`config.mk`:
```
export PLATFORM = sky130hd
export DESIGN_NAME = thread_ready_queue
export DESIGN_NICKNAME = d
export VERILOG_FILES = /design/src/rtl/trq_pkg.sv /design/src/rtl/trq_dp.sv /design/src/rtl/trq_ctrl.sv /design/src/rtl/thread_ready_queue.sv
export VERILOG_INCLUDE_DIRS = /design/src /design/src/rtl
export SDC_FILE = /design/constraint.sdc
export NUM_CORES = 1
export LEC_CHECK = 0
export BUFFER_PORTS_ARGS = -buffer_cell sky130_fd_sc_hd__buf_2
export CAP_MARGIN = 15
export CORE_ASPECT_RATIO = 0.8
export CORE_UTILIZATION = 35
export CTS_BUF_LIST = sky130_fd_sc_hd__clkbuf_8
export DETAILED_ROUTE_END_ITERATION = 10
export GPL_ROUTABILITY_DRIVEN = 0
export HOLD_SLACK_MARGIN = 0.03
export PLACE_DENSITY = 0.57
export SETUP_SLACK_MARGIN = 0.4
export SKIP_LAST_GASP = 1
export SYNTH_ARGS = -nofsm -noshare
export SYNTH_HDL_FRONTEND = slang
export SYNTH_SLANG_ARGS = --single-unit
```
`constraint.sdc`:
```
create_clock -name clk -period 11 [get_ports clk]
set_input_delay 1.1 -clock clk [delete_from_list [all_inputs] [get_ports clk]]
set_output_delay 1.1 -clock clk [all_outputs]
set_load 0.01 [all_outputs]
```
`src/rtl/thread_ready_queue_macros.svh`:
```
// ----------------------------------------------------------------------------
// thread ready queue assertion macros
// same-cycle and next-cycle implication checks on clk, disabled in reset
// ----------------------------------------------------------------------------
`ifndef THREAD_READY_QUEUE_MACROS_SVH
`define THREAD_READY_QUEUE_MACROS_SVH

`ifndef SYNTHESIS

// antecedent implies consequent in the same cycle
`define TRQ_ASSERT_SAME(label, ante, cons) \
  label: assert property (@(posedge clk) disable iff (!rst_n) (ante) |-> (cons)) \
    else $error("trq check failed");

// antecedent implies consequent in the next cycle
`define TRQ_ASSERT_NEXT(label, ante, cons) \
  label: assert property (@(posedge clk) disable iff (!rst_n) (ante) |=> (cons)) \
    else $error("trq check failed");

`else

`define TRQ_ASSERT_SAME(label, ante, cons)
`define TRQ_ASSERT_NEXT(label, ante, cons)

`endif

`endif

```
`src/rtl/trq_pkg.sv`:
```
// ----------------------------------------------------------------------------
// trq_pkg
// shared sizes, codes and control types of the thread ready queue
// ----------------------------------------------------------------------------
`default_nettype none

package trq_pkg;

  localparam int MAX_THREADS   = 16;
  localparam int PRIORITY_BITS = 8;
  localparam int STATE_BITS    = 4;

  // fixed port field widths
  localparam int CMD_W     = 2;
  localparam int ID_W      = 4;
  localparam int PRIO_IN_W = 8;
  localparam int STATE_IN_W = 4;
  localparam int STATUS_W  = 2;
  localparam int OCC_W     = 5;

  // derived sizes
  localparam int IDX_W  = $clog2(MAX_THREADS);
  localparam int CNT_W  = $clog2(MAX_THREADS + 1);
  localparam int TREE_N = 1 << IDX_W;

  typedef enum logic [CMD_W-1:0] {
    CMD_PUSH       = 2'd0,
    CMD_PULL_PRIO  = 2'd1,
    CMD_PULL_ID    = 2'd2,
    CMD_PULL_STATE = 2'd3
  } cmd_t;

  localparam logic [STATUS_W-1:0] STATUS_DONE = 2'd0;
  localparam logic [STATUS_W-1:0] STATUS_NONE = 2'd1;
  localparam logic [STATUS_W-1:0] STATUS_FULL = 2'd2;

  typedef struct packed {
    logic [ID_W-1:0]          id;
    logic [PRIORITY_BITS-1:0] prio;
    logic [STATE_BITS-1:0]    st;
  } cell_t;

  // controller to datapath
  typedef struct packed {
    logic capture;
    logic commit;
  } dp_cmd_t;

  // datapath to controller
  typedef struct packed {
    logic out_hold;
  } dp_sts_t;

endpackage

`default_nettype wire

```
`src/rtl/trq_dp.sv`:
```
// ----------------------------------------------------------------------------
// trq_dp
// queue cells, selection tree, shift/append update and result register
// ----------------------------------------------------------------------------
`default_nettype none

`include "thread_ready_queue_macros.svh"

module trq_dp (
  input  wire logic                           clk,
  input  wire logic                           rst_n,
  input  wire trq_pkg::dp_cmd_t               cmd,
  output trq_pkg::dp_sts_t                    sts,
  input  wire logic [trq_pkg::CMD_W-1:0]      in_cmd,
  input  wire logic [trq_pkg::ID_W-1:0]       in_thread_id,
  input  wire logic [trq_pkg::PRIO_IN_W-1:0]  in_priority_req,
  input  wire logic [trq_pkg::STATE_IN_W-1:0] in_thread_state,
  output logic                                out_valid,
  input  wire logic                           out_ready,
  output logic [trq_pkg::STATUS_W-1:0]        out_status,
  output logic [trq_pkg::ID_W-1:0]            out_id,
  output logic [trq_pkg::PRIO_IN_W-1:0]       out_priority,
  output logic [trq_pkg::STATE_IN_W-1:0]      out_state,
  output logic [trq_pkg::OCC_W-1:0]           out_occupancy
);

  import trq_pkg::*;

  cell_t                    cells_r [MAX_THREADS];
  cell_t                    cells_nxt [MAX_THREADS];
  logic [CNT_W-1:0]         count_r, count_nxt;

  cmd_t                     op_r;
  cell_t                    new_r;
  logic [IDX_W-1:0]         pos_r;
  logic                     found_r;

  logic                     out_valid_r;
  logic [STATUS_W-1:0]      status_r, status_nxt;
  cell_t                    res_r, res_nxt;

  logic [PRIORITY_BITS-1:0] node_key [1:2*TREE_N-1];
  logic [IDX_W-1:0]         node_idx [1:2*TREE_N-1];
  cell_t                    in_cell;

  assign in_cell.id   = in_thread_id;
  assign in_cell.prio = PRIORITY_BITS'(in_priority_req);
  assign in_cell.st   = STATE_BITS'(in_thread_state);

  // selection tree: leaves carry a key, the left child wins unless the right is
  // strictly larger, so the earliest best entry comes out on top
  always_comb begin
    for (int k = 0; k < TREE_N; k++) begin
      node_key[TREE_N+k] = '0;
      node_idx[TREE_N+k] = IDX_W'(k);
    end
    for (int k = 0; k < MAX_THREADS; k++) begin
      if (CNT_W'(k) < count_r) begin
        case (cmd_t'(in_cmd))
          CMD_PULL_PRIO:  node_key[TREE_N+k] = cells_r[k].prio;
          CMD_PULL_ID:    node_key[TREE_N+k] =
                            PRIORITY_BITS'(cells_r[k].id == in_cell.id);
          CMD_PULL_STATE: node_key[TREE_N+k] =
                            PRIORITY_BITS'(cells_r[k].st == in_cell.st);
          default:        node_key[TREE_N+k] = '0;
        endcase
      end
    end
    for (int i = TREE_N - 1; i >= 1; i--) begin
      if (node_key[2*i+1] > node_key[2*i]) begin
        node_key[i] = node_key[2*i+1];
        node_idx[i] = node_idx[2*i+1];
      end else begin
        node_key[i] = node_key[2*i];
        node_idx[i] = node_idx[2*i];
      end
    end
  end

  always_ff @(posedge clk) begin
    if (cmd.capture) begin
      op_r    <= cmd_t'(in_cmd);
      new_r   <= in_cell;
      pos_r   <= node_idx[1];
      found_r <= (node_key[1] != '0);
    end
  end

  // commit: append on push, close the gap on a removal
  always_comb begin
    cells_nxt  = cells_r;
    count_nxt  = count_r;
    status_nxt = STATUS_NONE;
    res_nxt    = '0;
    if (op_r == CMD_PUSH) begin
      if (count_r == CNT_W'(MAX_THREADS)) begin
        status_nxt = STATUS_FULL;
      end else begin
        status_nxt = STATUS_DONE;
        count_nxt  = count_r + CNT_W'(1);
        for (int k = 0; k < MAX_THREADS; k++) begin
          if (count_r == CNT_W'(k)) begin
            cells_nxt[k] = new_r;
          end
        end
      end
    end else if (found_r) begin
      status_nxt = STATUS_DONE;
      res_nxt    = cells_r[pos_r];
      count_nxt  = count_r - CNT_W'(1);
      for (int k = 0; k < MAX_THREADS - 1; k++) begin
        if (IDX_W'(k) >= pos_r) begin
          cells_nxt[k] = cells_r[k+1];
        end
      end
    end
  end

  always_ff @(posedge clk) begin
    if (cmd.commit) begin
      cells_r  <= cells_nxt;
      status_r <= status_nxt;
      res_r    <= res_nxt;
    end
  end

  always_ff @(posedge clk) begin
    if (!rst_n) begin
      count_r     <= '0;
      out_valid_r <= 1'b0;
    end else begin
      if (cmd.commit) begin
        count_r     <= count_nxt;
        out_valid_r <= 1'b1;
      end else if (out_ready) begin
        out_valid_r <= 1'b0;
      end
    end
  end

  assign sts.out_hold   = out_valid_r && !out_ready;

  assign out_valid      = out_valid_r;
  assign out_status     = status_r;
  assign out_id         = res_r.id;
  assign out_priority   = PRIO_IN_W'(res_r.prio);
  assign out_state      = STATE_IN_W'(res_r.st);
  assign out_occupancy  = OCC_W'(count_r);

  `TRQ_ASSERT_SAME(a_count_bound, 1'b1, count_r <= CNT_W'(MAX_THREADS))
  `TRQ_ASSERT_SAME(a_commit_free, cmd.commit, !(out_valid_r && !out_ready))
  `TRQ_ASSERT_NEXT(a_pull_count, cmd.commit && op_r != CMD_PUSH && found_r,
                   count_r == $past(count_r) - CNT_W'(1))

endmodule

`default_nettype wire

```
`src/rtl/trq_ctrl.sv`:
```
// ----------------------------------------------------------------------------
// trq_ctrl
// two-state sequencer: accept and search, then commit into the result register
// ----------------------------------------------------------------------------
`default_nettype none

`include "thread_ready_queue_macros.svh"

module trq_ctrl (
  input  wire logic             clk,
  input  wire logic             rst_n,
  input  wire logic             in_valid,
  output logic                  in_ready,
  output trq_pkg::dp_cmd_t      cmd,
  input  wire trq_pkg::dp_sts_t sts
);

  import trq_pkg::*;

  typedef enum logic [1:0] {
    ST_IDLE   = 2'b01,
    ST_COMMIT = 2'b10
  } state_t;

  state_t state_r, state_nxt;

  always_comb begin
    state_nxt   = state_r;
    in_ready    = 1'b0;
    cmd.capture = 1'b0;
    cmd.commit  = 1'b0;
    case (state_r)
      ST_IDLE: begin
        in_ready = 1'b1;
        if (in_valid) begin
          cmd.capture = 1'b1;
          state_nxt   = ST_COMMIT;
        end
      end
      ST_COMMIT: begin
        if (!sts.out_hold) begin
          cmd.commit = 1'b1;
          state_nxt  = ST_IDLE;
        end
      end
      default: state_nxt = ST_IDLE;
    endcase
  end

  always_ff @(posedge clk) begin
    if (!rst_n) begin
      state_r <= ST_IDLE;
    end else begin
      state_r <= state_nxt;
    end
  end

  `TRQ_ASSERT_NEXT(a_accept_to_commit, state_r == ST_IDLE && in_valid,
                   state_r == ST_COMMIT)
  `TRQ_ASSERT_NEXT(a_commit_to_idle, state_r == ST_COMMIT && !sts.out_hold,
                   state_r == ST_IDLE)

endmodule

`default_nettype wire

```
`src/rtl/thread_ready_queue.sv`:
```
// ----------------------------------------------------------------------------
// thread_ready_queue
// ordered thread ready queue with push and three kinds of pull
// ----------------------------------------------------------------------------
// Each request is searched, then committed: in the cycle it is accepted a
// compare tree over all queue cells picks the entry to remove (earliest
// strictly highest non-zero priority, or first matching id or state), and in
// the commit state the cells shift to close the gap (or the new entry is
// appended) and the result is loaded into the output register. A new request
// is taken the cycle after the commit, even while the previous result still
// waits in the output register; the commit cycle only stalls when a result is
// still unread. Requests do not overlap: the next is accepted only after the
// previous one commits. No clearing pass after reset.
`default_nettype none

module thread_ready_queue (
  input  wire logic                           clk,
  input  wire logic                           rst_n,
  // request channel
  input  wire logic                           in_valid,
  output logic                                in_ready,
  input  wire logic [trq_pkg::CMD_W-1:0]      in_cmd,
  input  wire logic [trq_pkg::ID_W-1:0]       in_thread_id,
  input  wire logic [trq_pkg::PRIO_IN_W-1:0]  in_priority_req,
  input  wire logic [trq_pkg::STATE_IN_W-1:0] in_thread_state,
  // result channel
  output logic                                out_valid,
  input  wire logic                           out_ready,
  output logic [trq_pkg::STATUS_W-1:0]        out_status,
  output logic [trq_pkg::ID_W-1:0]            out_id,
  output logic [trq_pkg::PRIO_IN_W-1:0]       out_priority,
  output logic [trq_pkg::STATE_IN_W-1:0]      out_state,
  output logic [trq_pkg::OCC_W-1:0]           out_occupancy
);

  import trq_pkg::*;

  // command and status between sequencer and datapath
  dp_cmd_t dp_cmd;
  dp_sts_t dp_sts;

  // sequencer: accept, then commit when the result register is free
  trq_ctrl u_ctrl (
    .clk      (clk),
    .rst_n    (rst_n),
    .in_valid (in_valid),
    .in_ready (in_ready),
    .cmd      (dp_cmd),
    .sts      (dp_sts)
  );

  // cells, selection tree and result register
  trq_dp u_dp (
    .clk             (clk),
    .rst_n           (rst_n),
    .cmd             (dp_cmd),
    .sts             (dp_sts),
    .in_cmd          (in_cmd),
    .in_thread_id    (in_thread_id),
    .in_priority_req (in_priority_req),
    .in_thread_state (in_thread_state),
    .out_valid       (out_valid),
    .out_ready       (out_ready),
    .out_status      (out_status),
    .out_id          (out_id),
    .out_priority    (out_priority),
    .out_state       (out_state),
    .out_occupancy   (out_occupancy)
  );

endmodule

`default_nettype wire

```
==> results.toml <==
[sta]
fin_ws_ns = 0.992
finClkSkew_ns = 0.0526
clock.fmax_mhz = 99.9
finalSetupViolations = 0
hold_viol_final = 0
fin_crit_sh_pct = 91.0
fin_crit_ns = 10.01
finalSetupTns_ns = 0
slew_headroom_pct = 26.7
rsz0062_at_grt = "false"
tightest_slew_ns = 1.10
finalMaxSlewViolations = 0

[cts]
root_buffer = "clkbuf_8"
clock_latency_ns = 0.66
clockBufferDepth = 3
hold_buffers = 0
cts_setup_buffers = 0
h-tree-depth = 2
path_clk_slew_ns = 0.07
clock_sinks = 305
tritoncts = "built"
cts_buffers = 51
cts_resized = 0

[final_layout]
antenna_cells = 0
final_cell_mix = "297 x edfxtp_1, 264 x a21o_1, 144 x nand2_1"
final_core_util_pct = 39.1
drive_above_1_share_pct = 15.1
areaGrowthSynthToFinish_pct = 9.93
fillers = 5710
fin_nets = 2030
final-instance-count-excl-fill = 2697
final_common_cell = "edfxtp_1"

[synthesis]
synth_mux_area_share_pct = 12.0
syn_nets = 2015
synth_area_sq_um = 20800
synthAdderAreaFrac_pct = 7.24
yosysSeqAreaShare_pct = 43.6
syn_inst = 1874
synthTopCellsByArea = "edfxtp_1 43%, a21o_1 9.5%, mux4_2 8.6%"
yosysWarnings = 0
synth_xor_area_share_pct = 5.63
synth_simple_gate_area_share_pct = 10.9
synth_top_family_by_area = "compound AO/OA/AOI/OAI gates"
synth_edf_count = 297
async_reset_ff_share_pct = 0
ys_ff_latch = 305
ys.flop_type = "edfxtp_1"
yosysTopAreaCellShare_pct = 42.8
syn_avg_cell_area_sq_um = 11.1
synth.distinct_cells = 77
synth_area_leader_cell = "edfxtp_1"
synth-compound-area-share_pct = 16.6

[outcome]
status = "finished with violations"
violations = "DRC"

[worst_hold_path]
hp-class = "flop to flop"

[detailed_routing]
routed-wl-met3_mm = 6.42
drtIter0Drc = 1659
routed.top_layer = "met5"
first_pass_iters = 8
drtAntennaViolNets = 0
wl_met2_mm = 27.1
num_vias = 15600
wl_mm = 65.2
avgRoutedWirePerCell_um = 24.2
wl_met1_mm = 30.3
drc_errors = 1
via_per_inst = 5.80

[grt]
grt_pass1_vias = 15100
overflow = 0
grt_max_degree = 92
grt_pass1_wl_mm = 97.4
antenna_found_initial = 2
track_usage_pct = 21.6

[worst_setup_path]
crit_type = "flop to flop"
max_stage_delay_ns = 0.80
required_ns = 11.40
r2r_setup_slack_ns = 0.99
crit_path_top_delay_cell = "dfxtp_1"
cp-start-kind = "flop"
crit_path_frequent_cell = "o21ai_0"
critical_path_peak_fanout = 16
endpoint_kind = "flop"
cp.arrival_ns = 10.41

[floorplanning]
start_util_pct = 35.6
die-area_sq_um = 60500
io_pins = 47
die_height_um = 220
core_area_sq_um = 58500
rows = 79
dieWidth_um = 275

[power_and_ir_drop]
ir_drop_mv = 0.103
power.leakage_uw = 0.00960
p_per_area_nw_per_um2 = 143

[placed_design]
dpl.cell_count = 2605
dp_hpwl_mm = 47.9
port_buffers = 46
place_ws_ns = 0.648

[flow_run]
max_cap_violations = 0
==> kinds of logic (layout without fill, tap and decap cells) <==
family | count (synthesis) | in the layout
AO/OA/AOI/OAI | 502 | 502
AND/OR/NAND/NOR | 448 | 448
flip-flops | 305 | 305
buffers and inverters | 219 | 273
multiplexers | 145 | 145
XOR/XNOR | 134 | 134
adder cells (fa/ha/maj) | 121 | 121
==> synthesized netlist by cell type (3+ instances only) <==
master,instances
o21ai_0,58
o22ai_1,4
dfxtp_1,8
and4_1,6
a32oi_1,4
nor4_1,11
o2111ai_1,4
inv_1,89
a21oi_1,79
a22oi_1,8
nor2_4,3
xnor2_1,72
and2_1,46
nand3_1,43
and3_1,16
mux4_2,80
ha_1,119
o211ai_1,4
nand2_1,144
nor2_1,60
a21boi_0,5
mux2i_1,46
a211oi_1,10
nor3_1,33
a311o_1,4
buf_2,7
a211o_1,3
edfxtp_1,297
a31oi_1,14
or2_2,5
clkbuf_1,113
buf_1,7
nand2b_1,11
mux2_2,15
nor2b_1,33
a311oi_1,3
xor2_1,62
o21a_1,11
o31ai_1,8
a21o_1,264
a21oi_2,3
nand4_1,19
mux2_4,4
==> where the power goes <==
group | leakage [uW] | switching (uW) | internal, uW
Combinational | 0.00631 | 531 | 429
Clock | 0.000535 | 506 | 460
Sequential | 0.00276 | 27.3 | 1320
==> flip-flops by register name (all words and copies together) (netlist names), 4 cells and up <==
name                count
u_dp.cells_r          256
u_dp.new_r             16
u_dp.out_id             4
u_dp.out_occupancy      5
u_dp.out_priority       8
u_dp.pos_r              4
u_dp.out_state          4
==> critical path: cells and delay by family (launching register included) <==
| kind | cells | cell delay, ns |
|---|---|---|
| AO/OA/AOI/OAI | 23 | 4.14 |
| adder cells (fa/ha/maj) | 4 | 1.22 |
| buffers and inverters | 2 | 0.14 |
| flip-flops | 1 | 0.80 |
| multiplexers | 1 | 0.41 |
| AND/OR/NAND/NOR | 12 | 3.01 |
==> through the flow <==
stage          power [uW]  hold WS [ns]  instance area (sq um)
2_1_floorplan        2050         0.417                  20800
3_3_place_gp         2330         0.421                  22000
3_5_place_dp         2330         0.426                  22000
4_1_cts              3290         0.420                  22900
5_1_grt              3400         0.430                  22900
6_report             3270         0.437                  22900
==> layer usage <==
layer / global-route usage, % / vias up
met1: 31.3 / 7833
met5: 0 / -
met4: 5.94 / 2
met3: 6.23 / 94
li1: - / 7029
met2: 31.1 / 680
==> worst paths after layout <==
path                    startpoint         endpoint  depth (start not counted)
max          u_dp.out_occupancy[4]     u_dp.found_r                         42
min                  u_dp.new_r[4]  u_dp.cells_r[4]                          0
max reg2reg  u_dp.out_occupancy[4]     u_dp.found_r                         42
min reg2reg          u_dp.new_r[4]  u_dp.cells_r[4]                          0
==> cell type report <==
type                    count  area (sq um)  share of cell area [%]
clock buffers              51           702                    3.06
clock inverters            41           218                   0.951
inverters                  90           338                    1.48
multi-input cells        1350         11000                    48.1
flip-flops and latches    305          9080                    39.6
well taps                 769           962                    4.20
repair buffers             91           581                    2.53
(Power assumes the default switching activity.)
